**config.mk**
```make
export PLATFORM = sky130hd
export DESIGN_NAME = utf8_stream_validate_decode
export DESIGN_NICKNAME = d
export VERILOG_FILES = /design/src/rtl/core/u8dec_pkg.sv /design/src/rtl/core/utf8_stream_validate_decode.sv
export SDC_FILE = /design/constraint.sdc
export NUM_CORES = 1
export LEC_CHECK = 0
export BUFFER_PORTS_ARGS = -buffer_cell sky130_fd_sc_hd__buf_2
export CAP_MARGIN = 40
export CORE_MARGIN = 10
export CORE_UTILIZATION = 25
export CTS_BUF_LIST = sky130_fd_sc_hd__clkbuf_4 sky130_fd_sc_hd__clkbuf_8
export DETAILED_ROUTE_END_ITERATION = 16
export GPL_TIMING_DRIVEN = 1
export PLACE_DENSITY_LB_ADDON = 0.25
export SKIP_LAST_GASP = 1
export SLEW_MARGIN = 5
export SYNTH_ARGS = -nofsm -noshare
export SYNTH_HDL_FRONTEND = slang
export SYNTH_SLANG_ARGS = --single-unit
```
**constraint.sdc**
```tcl
create_clock -name aclk -period 5.85 [get_ports aclk]
set_clock_uncertainty 0.2 [all_clocks]
set_input_delay 1.17 -clock aclk [delete_from_list [all_inputs] [get_ports aclk]]
set_output_delay 1.17 -clock aclk [all_outputs]
set_load 0.05 [all_outputs]
```
**src/rtl/core/u8dec_pkg.sv**
```systemverilog
// Package for the UTF-8 stream validator and decoder.
// Holds byte patterns, second-byte limits, field widths and the count cap.
// No dependencies.
package u8dec_pkg;

    localparam int unsigned BYTE_W  = 8;
    localparam int unsigned CP_W    = 21;
    localparam int unsigned COUNT_W = 17;
    localparam int unsigned LEN_W   = 3;
    localparam int unsigned LEFT_W  = 2;

    // Output word layout: codepoint in the low bits, count above, zero fill to bytes
    localparam int unsigned M_DATA_W = ((CP_W + COUNT_W + 7) / 8) * 8;
    localparam int unsigned M_USER_W = 3;

    // Codepoint count saturates here (string byte budget, capped at the count width)
    localparam logic [COUNT_W-1:0] COUNT_CAP = 17'd65536;

    // Continuation byte form 10xxxxxx
    localparam logic [BYTE_W-1:0] CONT_MASK = 8'hC0;
    localparam logic [BYTE_W-1:0] CONT_TAG  = 8'h80;
    localparam logic [BYTE_W-1:0] PAYLOAD6  = 8'h3F;

    // Lead bytes with a restricted second byte, and their limits
    localparam logic [BYTE_W-1:0] LEAD_E0 = 8'hE0;
    localparam logic [BYTE_W-1:0] MIN_E0  = 8'hA0;
    localparam logic [BYTE_W-1:0] LEAD_ED = 8'hED;
    localparam logic [BYTE_W-1:0] MAX_ED  = 8'h9F;
    localparam logic [BYTE_W-1:0] LEAD_F0 = 8'hF0;
    localparam logic [BYTE_W-1:0] MIN_F0  = 8'h90;
    localparam logic [BYTE_W-1:0] LEAD_F4 = 8'hF4;
    localparam logic [BYTE_W-1:0] MAX_F4  = 8'h8F;

    // Lead payload masks per sequence length
    localparam logic [BYTE_W-1:0] LEAD2_MASK = 8'h1F;
    localparam logic [BYTE_W-1:0] LEAD3_MASK = 8'h0F;
    localparam logic [BYTE_W-1:0] LEAD4_MASK = 8'h07;

    // Sequence length codes
    localparam logic [LEN_W-1:0] LEN_BAD = 3'd0;
    localparam logic [LEN_W-1:0] LEN_1   = 3'd1;
    localparam logic [LEN_W-1:0] LEN_2   = 3'd2;
    localparam logic [LEN_W-1:0] LEN_3   = 3'd3;
    localparam logic [LEN_W-1:0] LEN_4   = 3'd4;

    // Bit positions in m_tuser
    localparam int unsigned USER_HAS_CP = 0;
    localparam int unsigned USER_ERROR  = 1;
    localparam int unsigned USER_VALID  = 2;

    typedef logic [LEN_W-1:0] seq_len_t;

    // Total sequence length for a lead byte, LEN_BAD if it cannot lead
    function automatic seq_len_t lead_class(input logic [BYTE_W-1:0] b);
        seq_len_t len;
        case (b) inside
            [8'h00:8'h7F]: len = LEN_1;
            [8'hC2:8'hDF]: len = LEN_2;
            [8'hE0:8'hEF]: len = LEN_3;
            [8'hF0:8'hF4]: len = LEN_4;
            default:       len = LEN_BAD;
        endcase
        return len;
    endfunction

endpackage

```
**src/rtl/core/utf8_stream_validate_decode.sv**
```systemverilog
// UTF-8 stream validator and decoder, top level.
// Depends on u8dec_pkg for byte patterns, limits and field widths.
//
// Usage:
//   Slave channel (s_): one byte of a string per word, s_tlast on its final byte.
//   Master channel (m_): one word whenever a byte completes a codepoint, first
//   makes the string invalid, or ends the string (m_tlast). Bytes that open or
//   continue a sequence, and bytes after an error other than the last, give no word.
//   On the last byte's word m_tuser[2] reports string validity and m_tdata carries
//   the count of codepoints completed before any error, saturating at 65536.
// Output: each result is registered, and appears on m_ in the cycle after its byte is accepted.
// Throughput: one byte per cycle while results are taken; decode state and the result register update in
//   the same cycle, so the next byte is taken straight after.
// Stall: a result not yet taken holds in the output register and s_tready drops
//   until m_tready frees it; decode state advances only on accepted bytes.
// Reset: aresetn clears decode state and drops m_tvalid; the first byte after
//   reset starts a new string. State also clears after every last byte.
module utf8_stream_validate_decode
    import u8dec_pkg::*;
(
    input  logic                aclk,
    input  logic                aresetn,
    input  logic                s_tvalid,
    output logic                s_tready,
    input  logic [BYTE_W-1:0]   s_tdata,    // [7:0] data_byte
    input  logic                s_tlast,    // last
    output logic                m_tvalid,
    input  logic                m_tready,
    output logic [M_DATA_W-1:0] m_tdata,    // [20:0] codepoint, [37:21] codepoint_count, zero fill
    output logic [M_USER_W-1:0] m_tuser,    // [0] has_codepoint, [1] error_here, [2] string_valid
    output logic                m_tlast     // string_done
);

    // Decode state
    logic [BYTE_W-1:0]  lead_reg,    lead_next;
    logic [LEFT_W-1:0]  left_reg,    left_next;
    seq_len_t           len_reg,     len_next;
    logic [CP_W-1:0]    partial_reg, partial_next;
    logic               err_reg,     err_next;
    logic [COUNT_W-1:0] count_reg,   count_next;

    // Output register
    logic               m_valid_reg;
    logic [CP_W-1:0]    cp_reg;
    logic [COUNT_W-1:0] out_count_reg;
    logic               has_cp_reg, err_here_reg, valid_reg, done_reg;

    // Per-byte decode results
    logic               accept;
    logic               got_cp, err_now, emit;
    logic [CP_W-1:0]    cp_val;
    seq_len_t           lead_len;
    logic               second, bad;
    logic [CP_W-1:0]    shifted;

    assign s_tready = !m_valid_reg || m_tready;
    assign accept   = s_tvalid && s_tready;

    assign lead_len = lead_class(s_tdata);
    assign second   = ({1'b0, left_reg} + 3'd1) == len_reg;
    assign shifted  = {partial_reg[CP_W-7:0], s_tdata[5:0]};

    always_comb begin
        lead_next    = lead_reg;
        left_next    = left_reg;
        len_next     = len_reg;
        partial_next = partial_reg;
        err_next     = err_reg;
        count_next   = count_reg;
        got_cp       = 1'b0;
        cp_val       = '0;
        err_now      = 1'b0;
        bad          = 1'b0;

        if (!err_reg) begin
            if (left_reg == '0) begin
                // Expect a lead byte
                case (lead_len)
                    LEN_1: begin
                        got_cp = 1'b1;
                        cp_val = CP_W'(s_tdata);
                    end
                    LEN_2: begin
                        lead_next    = s_tdata;
                        len_next     = LEN_2;
                        left_next    = 2'd1;
                        partial_next = CP_W'(s_tdata & LEAD2_MASK);
                    end
                    LEN_3: begin
                        lead_next    = s_tdata;
                        len_next     = LEN_3;
                        left_next    = 2'd2;
                        partial_next = CP_W'(s_tdata & LEAD3_MASK);
                    end
                    LEN_4: begin
                        lead_next    = s_tdata;
                        len_next     = LEN_4;
                        left_next    = 2'd3;
                        partial_next = CP_W'(s_tdata & LEAD4_MASK);
                    end
                    default: err_now = 1'b1;
                endcase
            end else begin
                // Expect a continuation byte; apply second-byte limits
                bad = (s_tdata & CONT_MASK) != CONT_TAG;
                if (second) begin
                    if (lead_reg == LEAD_E0 && s_tdata < MIN_E0) bad = 1'b1;
                    if (lead_reg == LEAD_ED && s_tdata > MAX_ED) bad = 1'b1;
                    if (lead_reg == LEAD_F0 && s_tdata < MIN_F0) bad = 1'b1;
                    if (lead_reg == LEAD_F4 && s_tdata > MAX_F4) bad = 1'b1;
                end
                if (bad) begin
                    err_now = 1'b1;
                end else begin
                    left_next    = left_reg - 2'd1;
                    partial_next = shifted;
                    if (left_reg == 2'd1) begin
                        got_cp       = 1'b1;
                        cp_val       = shifted;
                        len_next     = '0;
                        lead_next    = '0;
                        partial_next = '0;
                    end
                end
            end
            if (got_cp && count_reg < COUNT_CAP)
                count_next = count_reg + COUNT_W'(1);
            // Truncated sequence at the end of the string
            if (!err_now && s_tlast && left_next != '0)
                err_now = 1'b1;
            if (err_now)
                err_next = 1'b1;
        end
    end

    assign emit = got_cp || err_now || s_tlast;

    always_ff @(posedge aclk) begin
        if (!aresetn) begin
            lead_reg    <= '0;
            left_reg    <= '0;
            len_reg     <= '0;
            partial_reg <= '0;
            err_reg     <= 1'b0;
            count_reg   <= '0;
            m_valid_reg <= 1'b0;
        end else begin
            if (m_tready)
                m_valid_reg <= 1'b0;
            if (accept) begin
                if (s_tlast) begin
                    // Clear for the next string
                    lead_reg    <= '0;
                    left_reg    <= '0;
                    len_reg     <= '0;
                    partial_reg <= '0;
                    err_reg     <= 1'b0;
                    count_reg   <= '0;
                end else begin
                    lead_reg    <= lead_next;
                    left_reg    <= left_next;
                    len_reg     <= len_next;
                    partial_reg <= partial_next;
                    err_reg     <= err_next;
                    count_reg   <= count_next;
                end
                if (emit)
                    m_valid_reg <= 1'b1;
            end
        end
    end

    // Result payload: load only when a word is produced
    always_ff @(posedge aclk) begin
        if (accept && emit) begin
            has_cp_reg    <= got_cp;
            cp_reg        <= cp_val;
            err_here_reg  <= err_now;
            done_reg      <= s_tlast;
            valid_reg     <= s_tlast && !err_next;
            out_count_reg <= count_next;
        end
    end

    assign m_tvalid = m_valid_reg;
    assign m_tdata  = {(M_DATA_W - CP_W - COUNT_W)'(0), out_count_reg, cp_reg};
    assign m_tlast  = done_reg;

    always_comb begin
        m_tuser              = '0;
        m_tuser[USER_HAS_CP] = has_cp_reg;
        m_tuser[USER_ERROR]  = err_here_reg;
        m_tuser[USER_VALID]  = valid_reg;
    end

endmodule
```
## Word level (Yosys, flattened, before mapping)

Index checks and enable logic that the tools add are counted.

| word-level totals | value |
|---|---|
| output and inout port bits | 46 |
| flip-flop bits (word level) | 89 |

| operators by class | value |
|---|---|
| $lt $le $gt $ge | 13 |
| equality and inequality tests | 15 |
| multiplexer cells | 61 |
| $add $sub $neg | 3 |
| reductions and logical operators | 29 |

Operator list:

| operator | number |
|---|---|
| 2-to-1 mux 15 bit | 5 |
| 2-to-1 mux 21 bit | 3 |
| 2-to-1 mux 8 bit | 7 |
| 2-to-1 mux 17 bit | 3 |
| one-hot mux 15 bit (3 select lines) | 1 |
| == test 8 bit, second input constant | 4 |
| 2-to-1 mux 3 bit | 9 |
| 2-to-1 mux 1 bit | 26 |
| greater-or-equal comparator 8 bit, second input constant | 3 |
| <= comparator 8 bit, second input constant | 3 |
| adder 17 x 1 -> 17 bit, second input constant | 1 |
| < comparator 17 bit, second input constant | 1 |
| > comparator 8 bit, second input constant | 2 |
| < comparator 8 bit, second input constant | 2 |
| logical AND 1 bit | 14 |
| 2-to-1 mux 2 bit | 5 |
| AND reduction 5 bit | 2 |
| one-hot mux 3 bit (3 select lines) | 1 |
| greater-or-equal comparator 8 x 1 -> 1 bit, second input constant | 1 |
| <= comparator 8 x 7 -> 1 bit, second input constant | 1 |
| == test 3 x 2 -> 1 bit, second input constant | 2 |
| inequality test 3 bit, second input constant | 2 |
| one-hot mux 2 bit (3 select lines) | 1 |
| inequality test 5 x 2 -> 1 bit, second input constant | 1 |
| 16 further kinds | 21 |

## Depth between registers and ports, before layout

| logic depth | value |
|---|---|
| word-level depth | 22 |
| depth in mapped cells | 9 |

## Worst setup path after synthesis

No wires, ideal clock.

| path | value |
|---|---|
| path type | input-to-reg |
| start point | in s_tdata[6] |
| end point | reg cp_reg[0], enable pin |
| arrival time | 3401 ps |
| path slack | 1843 ps |
| stages on the path | 7 |
| cells stage by stage | buf_6 nor3b_1 o41ai_1 a21bo_2 a31o_1 clkbuf_1 o31a_1 |

RTL lines:

| item | line | RTL |
|---|---|---|
| start, declared | utf8_stream_validate_decode.sv:25 | `input logic [BYTE_W-1:0] s_tdata,` |
| < comparator 8 bit | utf8_stream_validate_decode.sv:107 | `if (lead_reg == LEAD_E0 && s_tdata < MIN_E0) bad = 1'b1;` |
| logical AND 1 bit | utf8_stream_validate_decode.sv:107 |  |
| 2-to-1 mux 1 bit | utf8_stream_validate_decode.sv:107 |  |
| 2-to-1 mux 1 bit | utf8_stream_validate_decode.sv:108 | `if (lead_reg == LEAD_ED && s_tdata > MAX_ED) bad = 1'b1;` |
| 2-to-1 mux 1 bit | utf8_stream_validate_decode.sv:109 | `if (lead_reg == LEAD_F0 && s_tdata < MIN_F0) bad = 1'b1;` |
| 2-to-1 mux 1 bit | utf8_stream_validate_decode.sv:110 | `if (lead_reg == LEAD_F4 && s_tdata > MAX_F4) bad = 1'b1;` |
| 2-to-1 mux 1 bit | utf8_stream_validate_decode.sv:106 | `if (second) begin` |
| 2-to-1 mux 1 bit | utf8_stream_validate_decode.sv:76 | `if (left_reg == '0) begin` |
| 2-to-1 mux 1 bit | utf8_stream_validate_decode.sv:75 | `if (!err_reg) begin` |
| 2-to-1 mux 1 bit | utf8_stream_validate_decode.sv:112 | `if (bad) begin` |
| 2-to-1 mux 1 bit * | utf8_stream_validate_decode.sv:76 |  |
| 2-to-1 mux 1 bit * (2 in a row) | utf8_stream_validate_decode.sv:75 |  |
| via got_cp | utf8_stream_validate_decode.sv:50 | `logic got_cp, err_now, emit;` |
| logical OR 1 bit * (2 in a row) | utf8_stream_validate_decode.sv:136 | `assign emit = got_cp \|\| err_now \|\| s_tlast;` |
| logical AND 1 bit * | utf8_stream_validate_decode.sv:175 | `if (accept && emit) begin` |
| end signal, assigned | utf8_stream_validate_decode.sv:177 | `cp_reg <= cp_val;` |
| end, declared | utf8_stream_validate_decode.sv:44 | `logic [CP_W-1:0] cp_reg;` |

The timed path passes the listed nets; every way through them passes the cells marked *. The select of a mux whose other input is x is not followed.
A chain may end at the register's enable or synchronous reset.

## Worst setup path in the final report

| path | value |
|---|---|
| start point | reg left_reg[1] |
| end point | reg count_reg[5] |

| on the way | value |
|---|---|
| longest elaborated chain between the ends | 12 |

RTL lines:

| item | line | RTL |
|---|---|---|
| start, declared | utf8_stream_validate_decode.sv:36 | `logic [LEFT_W-1:0] left_reg, left_next;` |
| start signal, assigned | utf8_stream_validate_decode.sv:161 | `left_reg <= left_next;` |
| adder 2 x 1 -> 3 bit | utf8_stream_validate_decode.sv:60 | `assign second = ({1'b0, left_reg} + 3'd1) == len_reg;` |
| == test 3 bit | utf8_stream_validate_decode.sv:60 |  |
| 2-to-1 mux 1 bit | utf8_stream_validate_decode.sv:106 |  |
| 2-to-1 mux 1 bit | utf8_stream_validate_decode.sv:76 |  |
| 2-to-1 mux 1 bit | utf8_stream_validate_decode.sv:75 |  |
| 2-to-1 mux 1 bit | utf8_stream_validate_decode.sv:112 |  |
| 2-to-1 mux 1 bit * | utf8_stream_validate_decode.sv:76 |  |
| 2-to-1 mux 1 bit * | utf8_stream_validate_decode.sv:75 |  |
| logical AND 1 bit * | utf8_stream_validate_decode.sv:126 | `if (got_cp && count_reg < COUNT_CAP)` |
| 2-to-1 mux 17 bit * | utf8_stream_validate_decode.sv:126 |  |
| 2-to-1 mux 17 bit * | utf8_stream_validate_decode.sv:75 |  |
| 2-to-1 mux 17 bit * | utf8_stream_validate_decode.sv:151 | `if (s_tlast) begin` |
| end signal, assigned | utf8_stream_validate_decode.sv:165 | `count_reg <= count_next;` |
| end, declared | utf8_stream_validate_decode.sv:40 | `logic [COUNT_W-1:0] count_reg, count_next;` |

Mark *: on every way between the ends. The rest lies on a longest branch, timed or not. The select of a mux whose other input is x is not followed.

==> impl_metrics.tcl <==
set metrics [dict create \
    dieArea_sq_mm 0.0222 \
    synthesis.area_sq_mm 0.00416 \
    seq_area_frac_synth 0.530 \
    cts_buffers 9 \
    path_class "register to register" \
    h-tree-depth 3 \
    clock-sinks 89 \
    cts_resized 0 \
    drc 0 \
    final-hold-violation-count 0 \
    period_share 0.622 \
    ctsHoldBuffers 0 \
    first_pass_iters 4 \
    drive_gt1_frac 0.186 \
    post-cts-setup-buffer-count 0 \
    die_h_um 149 \
    power_density_mw_per_mm2 274 \
    routed_wl_um 10600 \
    largest_reg_flops 21 \
    ys_warn_count 0 \
    holdCritPathClass "register to register" \
    dpl.hpwl_um 7670 \
    ir_drop_v 0.000106 \
    vias 3188 \
    grt_max_degree 33 \
    slew_violations 0 \
    clk_pin_slew_ns 0.11 \
    period_needed_ns 3.64 \
    tightest_slew_ns 0.898 \
    cts_tree "yes" \
    gr-total-overflow 0 \
    drt.antenna.violating_nets 0 \
    clock_path_buffers 2 \
    post-place-cells 646 \
    mostFrequentLayoutCell "buf_2" \
    cp-start-kind "register" \
    nNetsFinal 454 \
    die_w_um 149 \
    syn2layout_area_growth_pct 15.7 \
    core_region_area_sq_mm 0.0165 \
    via_per_inst 4.81 \
    setup_tns_ns 0 \
    maxCapViolations 0 \
    cts-root-buf "clkbuf_8" \
    row_count 47 \
    gp_congestion 0.827 \
    leakage_nw 1.85 \
    rsz0062_at_grt "no" \
    post_drt_wl_per_cell_um 15.9 \
    most-common-layout-cells "56 x buf_2, 47 x dfxtp_1, 42 x edfxtp_1" \
    critical_path_required_ns 5.96 \
    synth.distinct_cells 60 \
    io_buffer_count 56 \
    clkLatencyLatePin_ns 0.39 \
    initial_core_util 0.253 \
    num_io_pins 59 \
    grt_pass1_vias 3265 \
    status "finished clean" \
    grt_pass1_wl_um 17200 \
    fin_cells 663 \
    ys.flop_type "dfxtp_1" \
    async_reset_ff_frac 0 \
    synth_edf_count 42 \
    antenna_found_initial 0 \
    cp.arrival_ns 3.75 \
    setup_viol 0 \
    drt_iter0_markers 201 \
    relSlewSlack 0.401 \
    yosys_register_bits 89 \
    fmaxAchievable_mhz 275 \
    synthCells 396 \
    endpoint_kind "register" \
    avgSynthCellArea_sq_um 10.5 \
    grt_usage 0.0963 \
    cp_max_fo 15 \
]
metrics by stage:
stage               setup WS, ns   util  cell area [sq um]  power [mW]  hold slack [ns]
floorplan                   1.84      -               4160       0.851            0.226
global placement            1.79  0.278               4570       0.896            0.237
detailed placement          2.00  0.279               4600       0.900            0.242
CTS                         2.23  0.292               4810        1.34            0.269
global route                2.03  0.292               4810        1.38            0.298
finish                      2.21  0.292               4810        1.32            0.266
final timing paths:
path                     from           end  slack, ns  cells past startpoint
hold reg to reg   lead_reg[6]   lead_reg[6]       0.27                      1
setup reg to reg  left_reg[1]  count_reg[5]       2.21                      8
hold / removal    lead_reg[6]   lead_reg[6]       0.27                      1
setup / recovery  left_reg[1]  count_reg[5]       2.21                      8
cells by family after synthesis:
| logic type | Yosys count | share of synthesized area |
|---|---|---|
| AOI/OAI and AO/OA | 100 | 0.181 |
| other | 1 | 0.000902 |
| xor gates and xnor gates | 18 | 0.0379 |
| DFF | 89 | 0.530 |
| buffers and inverters | 38 | 0.0427 |
| adders and majority gates | 4 | 0.0120 |
| muxes | 5 | 0.0123 |
| and+or+nand+nor | 141 | 0.184 |
metal layers:
layer  track usage  part of all wire  up-vias
met5             0                 0        -
met4        0.0442             0.021        0
met3        0.0243             0.049       15
met2         0.150              0.46       77
met1         0.123              0.47     1536
li1              -                 -     1560
final cells by class:
cell class	instances	area (sq um)
antenna	1	2.50
clock buffer	9	124
clock inverter	7	83.8
fill	1735	11700
inverter	9	33.8
multi-input combinational	270	1780
sequential	89	2200
tap	220	275
timing repair buffer	58	308
synthesized netlist by cell type (all sizes together), types with 7 or more instances:
cell type / instances / area share
inv: 8 / 0.0072
nor2: 20 / 0.018
nor3: 13 / 0.016
clkbuf: 18 / 0.016
a22o: 23 / 0.048
buf: 11 / 0.018
o21ai: 14 / 0.018
a21oi: 16 / 0.019
xnor2: 10 / 0.021
edfxtp: 42 / 0.30
xor2: 8 / 0.017
dfxtp: 47 / 0.23
nand3: 11 / 0.014
and2: 24 / 0.036
o211ai: 7 / 0.013
nand2: 32 / 0.031
power by group:
| part | internal (mW) | switching, mW | leakage (nW) |
|---|---|---|---|
| logic | 0.0429 | 0.151 | 0.953 |
| clock network | 0.172 | 0.264 | 0.105 |
| registers | 0.679 | 0.0108 | 0.796 |
critical path, cell delays in order (launching register included):
cell and delay, ns:
dfxtp_1 0.52, inv_1 0.17, ha_1 0.39, nand4bb_1 0.27
a211oi_2 0.67, and4_1 0.49, nand2_4 0.14, or4_1 0.53
a31oi_1 0.17
(Power assumes the default switching activity.)
